File: src/hw/rtl/grwc_pkg.sv
// Package for the grid run window counter: sizes, constants, register codes,
// the per-cell control bundle and the clamp helpers.
// No dependencies.
`default_nettype none

package grwc_pkg;

   localparam int MAX_COLS = 64;
   localparam int MAX_RUN  = 64;

   localparam int COL_W = (MAX_COLS > 1) ? $clog2(MAX_COLS) : 1;
   localparam int WID_W = $clog2(MAX_COLS + 1);
   localparam int RUN_W = $clog2(MAX_RUN + 1);
   localparam int CFG_W = 7;
   localparam int CNT_W = 16;

   localparam logic [7:0]       TARGET_CELL = 8'd88;
   localparam logic [CNT_W-1:0] COUNT_MAX   = {CNT_W{1'b1}};

   typedef enum logic [1:0] {
      REG_ORIENTATION = 2'd0,
      REG_RUN_LENGTH  = 2'd1,
      REG_ROW_WIDTH   = 2'd2
   } reg_index_type;

   typedef struct packed {
      logic             advance;
      logic             clear;
      logic             hit;
      logic [RUN_W-1:0] limit;
      logic [WID_W-1:0] width;
   } cell_ctl_type;

   function automatic logic [RUN_W-1:0] eff_run(input logic [CFG_W-1:0] r);
      logic [RUN_W-1:0] res;
      if (r == '0) begin
         res = RUN_W'(1);
      end else if (int'(r) > MAX_RUN) begin
         res = RUN_W'(MAX_RUN);
      end else begin
         res = RUN_W'(r);
      end
      return res;
   endfunction

   function automatic logic [WID_W-1:0] eff_width(input logic [CFG_W-1:0] w);
      logic [WID_W-1:0] res;
      if (w == '0) begin
         res = WID_W'(1);
      end else if (int'(w) > MAX_COLS) begin
         res = WID_W'(MAX_COLS);
      end else begin
         res = WID_W'(w);
      end
      return res;
   endfunction

endpackage

`default_nettype wire

File: src/hw/rtl/grwc_cell.sv
// One column cell: holds the column's run of target cells and the column
// position token, which it hands to its right neighbor on every beat.
// Depends on grwc_pkg.
`default_nettype none

module grwc_cell (
   input  wire logic                      clock,
   input  wire logic                      reset,
   input  wire grwc_pkg::cell_ctl_type    ctl,
   input  wire logic [grwc_pkg::COL_W-1:0] col_index,
   input  wire logic                      token_in,
   output logic                           token_out,
   output logic                           wrap_out,
   output logic                           reach_out
);

   logic                          token_ff, token_in_d;
   logic [grwc_pkg::RUN_W-1:0]    run_ff, run_in;
   logic [grwc_pkg::RUN_W:0]      run_inc;
   logic                          is_first, is_end;

   assign is_first = (col_index == '0);
   assign is_end   = ((grwc_pkg::WID_W + 1)'(col_index) + 1'b1)
                     >= (grwc_pkg::WID_W + 1)'(ctl.width);
   assign run_inc  = (grwc_pkg::RUN_W + 1)'(run_ff) + 1'b1;

   assign token_out = token_ff;
   assign wrap_out  = token_ff & is_end;
   assign reach_out = token_ff & ctl.hit & (run_inc >= (grwc_pkg::RUN_W + 1)'(ctl.limit));

   always_comb begin
      token_in_d = token_ff;
      run_in     = run_ff;
      if (ctl.advance) begin
         token_in_d = ctl.clear ? is_first : token_in;
         if (ctl.clear) begin
            run_in = '0;
         end else if (token_ff) begin
            if (!ctl.hit) begin
               run_in = '0;
            end else if (run_ff >= ctl.limit) begin
               run_in = ctl.limit;
            end else begin
               run_in = run_inc[grwc_pkg::RUN_W-1:0];
            end
         end
      end
   end

   always_ff @(posedge clock) begin
      if (reset) begin
         token_ff <= is_first;
         run_ff   <= '0;
      end else begin
         token_ff <= token_in_d;
         run_ff   <= run_in;
      end
   end

endmodule

`default_nettype wire

File: src/hw/rtl/grid_run_window_counter_top.sv
// A grid's count appears on rsp_ in the cycle after its last cell's beat.
// Throughput: one cell per cycle unless a result waits on rsp_ready; each beat
// runs one column cell update, the row run update and the total increment at once.
// Reset: synchronous; clears all runs, the total and the result valid flag, puts
// the column token at column zero and loads the register defaults.
`default_nettype none

module grid_run_window_counter_top (
   input  wire logic        clock,
   input  wire logic        reset,
   input  wire logic        req_valid,
   output logic             req_ready,
   input  wire logic [7:0]  req_cell_req,
   input  wire logic        req_last_cell,
   output logic             rsp_valid,
   input  wire logic        rsp_ready,
   output logic [15:0]      rsp_window_count,
   input  wire logic        psel,
   input  wire logic        penable,
   input  wire logic        pwrite,
   input  wire logic [3:0]  paddr,
   input  wire logic [31:0] pwdata,
   output logic [31:0]      prdata,
   output logic             pready
);

   localparam int NC = grwc_pkg::MAX_COLS;
   localparam int RW = grwc_pkg::RUN_W;

   logic                         orient_ff;
   logic [grwc_pkg::CFG_W-1:0]   run_len_ff, row_width_ff;
   grwc_pkg::reg_index_type      reg_sel;
   logic                         csr_write;

   logic                         accept, hit;
   grwc_pkg::cell_ctl_type       ctl;
   logic [NC-1:0]                token, wrap, reach, token_in;

   logic [RW-1:0]                row_run_ff, row_run_in, row_prev;
   logic [RW:0]                  row_inc;
   logic                         row_reach, counted;
   logic [grwc_pkg::CNT_W-1:0]   total_ff, total_in, total_next;
   logic                         rsp_valid_ff, rsp_valid_in;
   logic [grwc_pkg::CNT_W-1:0]   rsp_count_ff, rsp_count_in;

   // configuration port
   assign pready    = 1'b1;
   assign reg_sel   = grwc_pkg::reg_index_type'(paddr[3:2]);
   assign csr_write = psel & penable & pwrite & pready;

   always_comb begin
      prdata = '0;
      case (reg_sel)
         grwc_pkg::REG_ORIENTATION: prdata = 32'(orient_ff);
         grwc_pkg::REG_RUN_LENGTH:  prdata = 32'(run_len_ff);
         grwc_pkg::REG_ROW_WIDTH:   prdata = 32'(row_width_ff);
         default:                   prdata = '0;
      endcase
   end

   always_ff @(posedge clock) begin
      if (reset) begin
         orient_ff    <= 1'b0;
         run_len_ff   <= grwc_pkg::CFG_W'(1);
         row_width_ff <= grwc_pkg::CFG_W'(64);
      end else if (csr_write) begin
         case (reg_sel)
            grwc_pkg::REG_ORIENTATION: orient_ff    <= pwdata[0];
            grwc_pkg::REG_RUN_LENGTH:  run_len_ff   <= pwdata[grwc_pkg::CFG_W-1:0];
            grwc_pkg::REG_ROW_WIDTH:   row_width_ff <= pwdata[grwc_pkg::CFG_W-1:0];
            default: ;
         endcase
      end
   end

   // beat control
   assign req_ready = ~rsp_valid_ff | rsp_ready;
   assign accept    = req_valid & req_ready;
   assign hit       = (req_cell_req == grwc_pkg::TARGET_CELL);

   assign ctl.advance = accept;
   assign ctl.clear   = req_last_cell;
   assign ctl.hit     = hit;
   assign ctl.limit   = grwc_pkg::eff_run(run_len_ff);
   assign ctl.width   = grwc_pkg::eff_width(row_width_ff);

   // column cell chain
   for (genvar i = 0; i < NC; i++) begin : g_col
      if (i == 0) begin : g_head
         assign token_in[i] = |wrap;
      end else begin : g_link
         assign token_in[i] = token[i-1] & ~wrap[i-1];
      end

      grwc_cell u_cell (
         .clock     (clock),
         .reset     (reset),
         .ctl       (ctl),
         .col_index (grwc_pkg::COL_W'(i)),
         .token_in  (token_in[i]),
         .token_out (token[i]),
         .wrap_out  (wrap[i]),
         .reach_out (reach[i])
      );
   end

   // row run and total
   assign row_prev  = token[0] ? '0 : row_run_ff;
   assign row_inc   = (RW + 1)'(row_prev) + 1'b1;
   assign row_reach = hit & (row_inc >= (RW + 1)'(ctl.limit));
   assign counted   = orient_ff ? (|reach) : row_reach;
   assign total_next = (counted && (total_ff != grwc_pkg::COUNT_MAX)) ?
                       total_ff + 1'b1 : total_ff;

   always_comb begin
      if (!hit) begin
         row_run_in = '0;
      end else if (row_prev >= ctl.limit) begin
         row_run_in = ctl.limit;
      end else begin
         row_run_in = row_inc[RW-1:0];
      end
   end

   always_comb begin
      total_in     = total_ff;
      rsp_valid_in = rsp_valid_ff & ~rsp_ready;
      rsp_count_in = rsp_count_ff;
      if (accept) begin
         total_in = req_last_cell ? '0 : total_next;
         if (req_last_cell) begin
            rsp_valid_in = 1'b1;
            rsp_count_in = total_next;
         end
      end
   end

   always_ff @(posedge clock) begin
      if (reset) begin
         row_run_ff   <= '0;
         total_ff     <= '0;
         rsp_valid_ff <= 1'b0;
      end else begin
         if (accept) begin
            row_run_ff <= req_last_cell ? '0 : row_run_in;
         end
         total_ff     <= total_in;
         rsp_valid_ff <= rsp_valid_in;
      end
   end

   always_ff @(posedge clock) begin
      rsp_count_ff <= rsp_count_in;
   end

   assign rsp_valid        = rsp_valid_ff;
   assign rsp_window_count = rsp_count_ff;

`ifndef SYNTHESIS
   a_token_onehot: assert property (@(posedge clock) disable iff (reset)
      $onehot(token))
      else $error("column token not one-hot");

   a_last_gives_rsp: assert property (@(posedge clock) disable iff (reset)
      (accept && req_last_cell) |=> rsp_valid)
      else $error("last cell beat without result");

   a_last_rewinds: assert property (@(posedge clock) disable iff (reset)
      (accept && req_last_cell) |=> (token[0] && total_ff == '0 && row_run_ff == '0))
      else $error("state not cleared after last cell");
`endif

endmodule

`default_nettype wire
File: config.mk
export PLATFORM = sky130hd
export DESIGN_NAME = grid_run_window_counter_top
export DESIGN_NICKNAME = d
export VERILOG_FILES = /design/src/hw/rtl/grwc_pkg.sv /design/src/hw/rtl/grwc_cell.sv /design/src/hw/rtl/grid_run_window_counter_top.sv
export SDC_FILE = /design/constraint.sdc
export NUM_CORES = 2
export LEC_CHECK = 0
export BUFFER_PORTS_ARGS = -buffer_cell sky130_fd_sc_hd__buf_2
export CAP_MARGIN = 10
export CORE_UTILIZATION = 32
export DETAILED_ROUTE_END_ITERATION = 12
export PLACE_DENSITY = 0.54
export SLEW_MARGIN = 0
export SYNTH_ARGS = -nofsm -noshare
export SYNTH_HDL_FRONTEND = slang
export SYNTH_SLANG_ARGS = --single-unit
File: constraint.sdc
create_clock -name clock -period 12.7 [get_ports clock]
set_input_delay 0.635 -clock clock [delete_from_list [all_inputs] [get_ports clock]]
set_output_delay 0.635 -clock clock [all_outputs]
set_load 0.01 [all_outputs]
==> results.yml <==
detailed_routing:
  drt-initial-drc-count: 3444
  ant_nets: 0
  firstDrtPassIters: 5
  wl_per_cell_um: 20.8
  drt_wl_total_um: 169000
  routed_via_density: 5.62
  remaining_drc_errors: 0
  vias: 45500
setup_path:
  worstSetupStartpointType: "flip-flop"
  critPathSlowestCell: "dfxtp_4"
  cp_common_cell: "buf_4"
  cp-end-kind: "flip-flop"
  cp_slowest_stage_delay_ns: 0.87
  cp_top_family: "buffers and inverters"
  critPathBufInv: 5
  cp_max_fo: 83
  worstPathArrival_ns: 8.23
  rrSetupSlack_ns: 5.03
  criticalPathCategory: "reg -> reg"
  required_ns: 13.26
  path_cells: "buf_4, inv_4, o21ai_4, buf_4, inv_8, buf_4, ha_1, nand2_1, a31oi_1, o32ai_1, a221o_1, nor4_1, nand4_1, o21ai_1, nand2_1, and2_1, a221o_1"
synthesis:
  synth-async-reset-ratio: 0
  ys.flop_type: "dfxtp_1"
  synth_cells: 5959
  yosysSeqAreaShare: 0.218
  yosysWarnings: 0
  synth_compound_area_frac: 0.206
  synthAdderAreaFrac: 0.247
  yosys.area_share.simple: 0.142
  netlist-cell-type-count: 76
  synth_top_family_by_area: "adder cells"
  synth_mux_area_frac: 0.0974
  synth_edf_count: 16
  ys_ff_latch: 567
  synth_area_um2: 52800
  syn-mean-instance-area_um2: 8.85
  synth_xor_xnor_area_share: 0.0563
pwr:
  pwr-share-seq: 0.415
  switching_share: 0.254
  switching_power_uw: 1100
  clkPwrFrac: 0.523
  p_leak_uw: 0.0269
  power.density_nw_per_um2: 74.7
  pwr-share-comb: 0.062
  peakVddDrop_mv: 0.0905
  internal_power_uw: 3220
floorplanning:
  dieArea_um2: 166000
  die_w_um: 408
  die_height_um: 408
  core_um2: 163000
  io_pins: 103
  rows: 148
  initial_core_util: 0.323
layout:
  layout.nets: 6966
  drive_above_1_share: 0.107
  area_growth_pct: 9.64
  fillCellCount: 16600
  n_antenna_cell: 0
  final_area_um2: 57800
  fin_cells: 8106
clocking:
  htreeDepth: 3
  cts_tree: "yes"
  cts.reportedPaths.clkPinSlew_ns: 0.06
  ctsHoldBuffers: 0
  clock_sinks: 567
  root_buffer: "clkbuf_16"
  cts-buffers-inserted: 76
  post_cts_buffers: 0
  clkLatencyLatePin_ns: 0.68
  clockBufferDepth: 3
  ctsResizeCount: 0
timing:
  fin_skew_ns: 0.0251
  fmax_ghz: 0.130
  worst_pin_slew_ns: 1.24
  period_needed_ns: 7.67
  final_max_slew_viol_count: 0
  hold_viol_final: 0
  hold_slack_ns: 0.227
  fin_tns_setup_ns: 0
  min_period_over_period: 0.604
  setup_viol: 0
  rsz0062_at_grt: "no"
  slew_headroom: 0.174
global_routing:
  met3_usage: 0.0224
  first_global_vias: 44600
  gr-usage-met1: 0.266
  use_met2: 0.325
  grt_max_degree: 190
  grt_pass1_wl_um: 263000
  antenna_found_initial: 1
  overflow: 0
  grtUsageTotal: 0.196
  top_usage_layer: "met2"
placed_design:
  portBuffers: 49
  place_congestion: 0.854
  place_area_um2: 55300
  dpl.hpwl_um: 106000
  placedCellCount: 7971
job:
  cap_viol_max_count: 0
worst_hold_path:
  hold_class: "in -> reg"
outcome:
  status: "completed"
## cells by family (layout without fill, tap and decap cells)
| kind of cell | count (synthesis) | after routing |
|---|---|---|
| other | 2 | 26 |
| AND/OR/NAND/NOR | 1599 | 1599 |
| multiplexers | 471 | 471 |
| flip-flops | 567 | 567 |
| AO/OA/AOI/OAI | 1504 | 1504 |
| buffers and inverters | 437 | 385 |
| adder cells (fa/ha/maj) | 1040 | 1040 |
| XOR/XNOR | 339 | 339 |
## final cells by class
class	count	area [um2]	share of cell area
inverter	118	480	0.00831
clock inverter	24	317	0.00547
timing repair buffer	132	910	0.0157
tap	2175	2720	0.0470
clock buffer	111	2240	0.0387
multi-input combinational	4979	39700	0.686
sequential	567	11500	0.199
## flip-flops by register name, summed over array words and instances (netlist names)
register                flops
run_len_ff                  7
g_col.u_cell.token_out     64
g_col.u_cell.run_ff       448
orient_ff                   1
row_run_ff                  7
row_width_ff                7
rsp_window_count           16
total_ff                   16
rsp_valid                   1
## metal layers
metal  vias up  part of all wire
li1      22300                 -
met1     21900              0.47
met2      1179              0.45
met3       223             0.049
met4         0             0.026
met5         -                 0
## per-stage QoR
stage | setup WS [ns] | util | total power, uW
final | 5.03 | 0.355 | 4320
after floorplan | 4.43 | - | 2010
after detailed placement | 5.10 | 0.339 | 2100
after global routing | 4.74 | 0.355 | 4460
after global placement | 5.13 | 0.339 | 2090
after CTS | 5.08 | 0.355 | 4380
## tightest hold or removal path: cells and delay by family
family / cells / cell delay [ns]
muxes: 1 / 0.07
and+or+nand+nor: 1 / 0.06
buffers and inverters: 1 / 0.10
## synthesized netlist by cell type (9+ instances only)
cell / count / area (um2)
ha_1: 1040 / 13000
a211oi_1: 26 / 195
nor2b_1: 22 / 138
and2_1: 13 / 81.3
a2111oi_0: 11 / 96.3
nand2b_1: 74 / 463
a31oi_1: 19 / 119
nand3_1: 257 / 1290
a21boi_0: 45 / 338
buf_4: 26 / 195
buf_1: 10 / 37.5
o21a_1: 18 / 135
clkbuf_1: 280 / 1050
o21ai_1: 66 / 330
mux2i_1: 130 / 1300
a21oi_1: 252 / 1260
o31ai_1: 12 / 90.1
nor4_1: 12 / 75.1
a32oi_1: 407 / 3560
a211o_1: 14 / 123
nor2_1: 716 / 2690
a2bb2oi_1: 49 / 429
mux2_2: 341 / 3840
inv_1: 117 / 439
nor4b_1: 45 / 394
nand2_1: 226 / 848
a21o_1: 362 / 2720
and3_1: 73 / 457
o2111ai_1: 11 / 96.3
edfxtp_1: 16 / 480
nor3_1: 37 / 185
nand4_1: 71 / 444
dfxtp_1: 551 / 11000
xnor2_1: 206 / 1800
a21oi_2: 9 / 78.8
and4_1: 25 / 219
xor2_1: 133 / 1160
o21ai_0: 124 / 621
a22oi_1: 18 / 135
## power by group through the flow
stage          clock network, uW  logic, uW  registers (uW)
6_report                    2260        266            1790
5_1_grt                     2380        287            1790
4_1_cts                     2320        264            1790
3_5_place_dp                   0        263            1830
3_3_place_gp                   0        261            1830
2_1_floorplan                  0        179            1830
## placed cells by master, fill, tap and decap left out, types with 109 or more instances in the layout
cell type	instances
a21o_1	362
a21oi_1	252
a32oi_1	407
dfxtp_1	550
ha_1	1040
inv_1	109
mux2_2	341
mux2i_1	130
nand2_1	225
nand3_1	257
nor2_1	714
o21ai_0	123
xnor2_1	206
xor2_1	133
## worst paths after layout
| check | start | end | cells after the start |
|---|---|---|---|
| worst max-delay path | run_len_ff[6] | total_ff[11] | 17 |
| worst min register to register | row_width_ff[1] | row_width_ff[1] | 2 |
| worst max register to register | run_len_ff[6] | total_ff[11] | 17 |
| worst min-delay path | pwdata[0] | run_len_ff[0] | 3 |
Power figures use the tool's default switching activity.
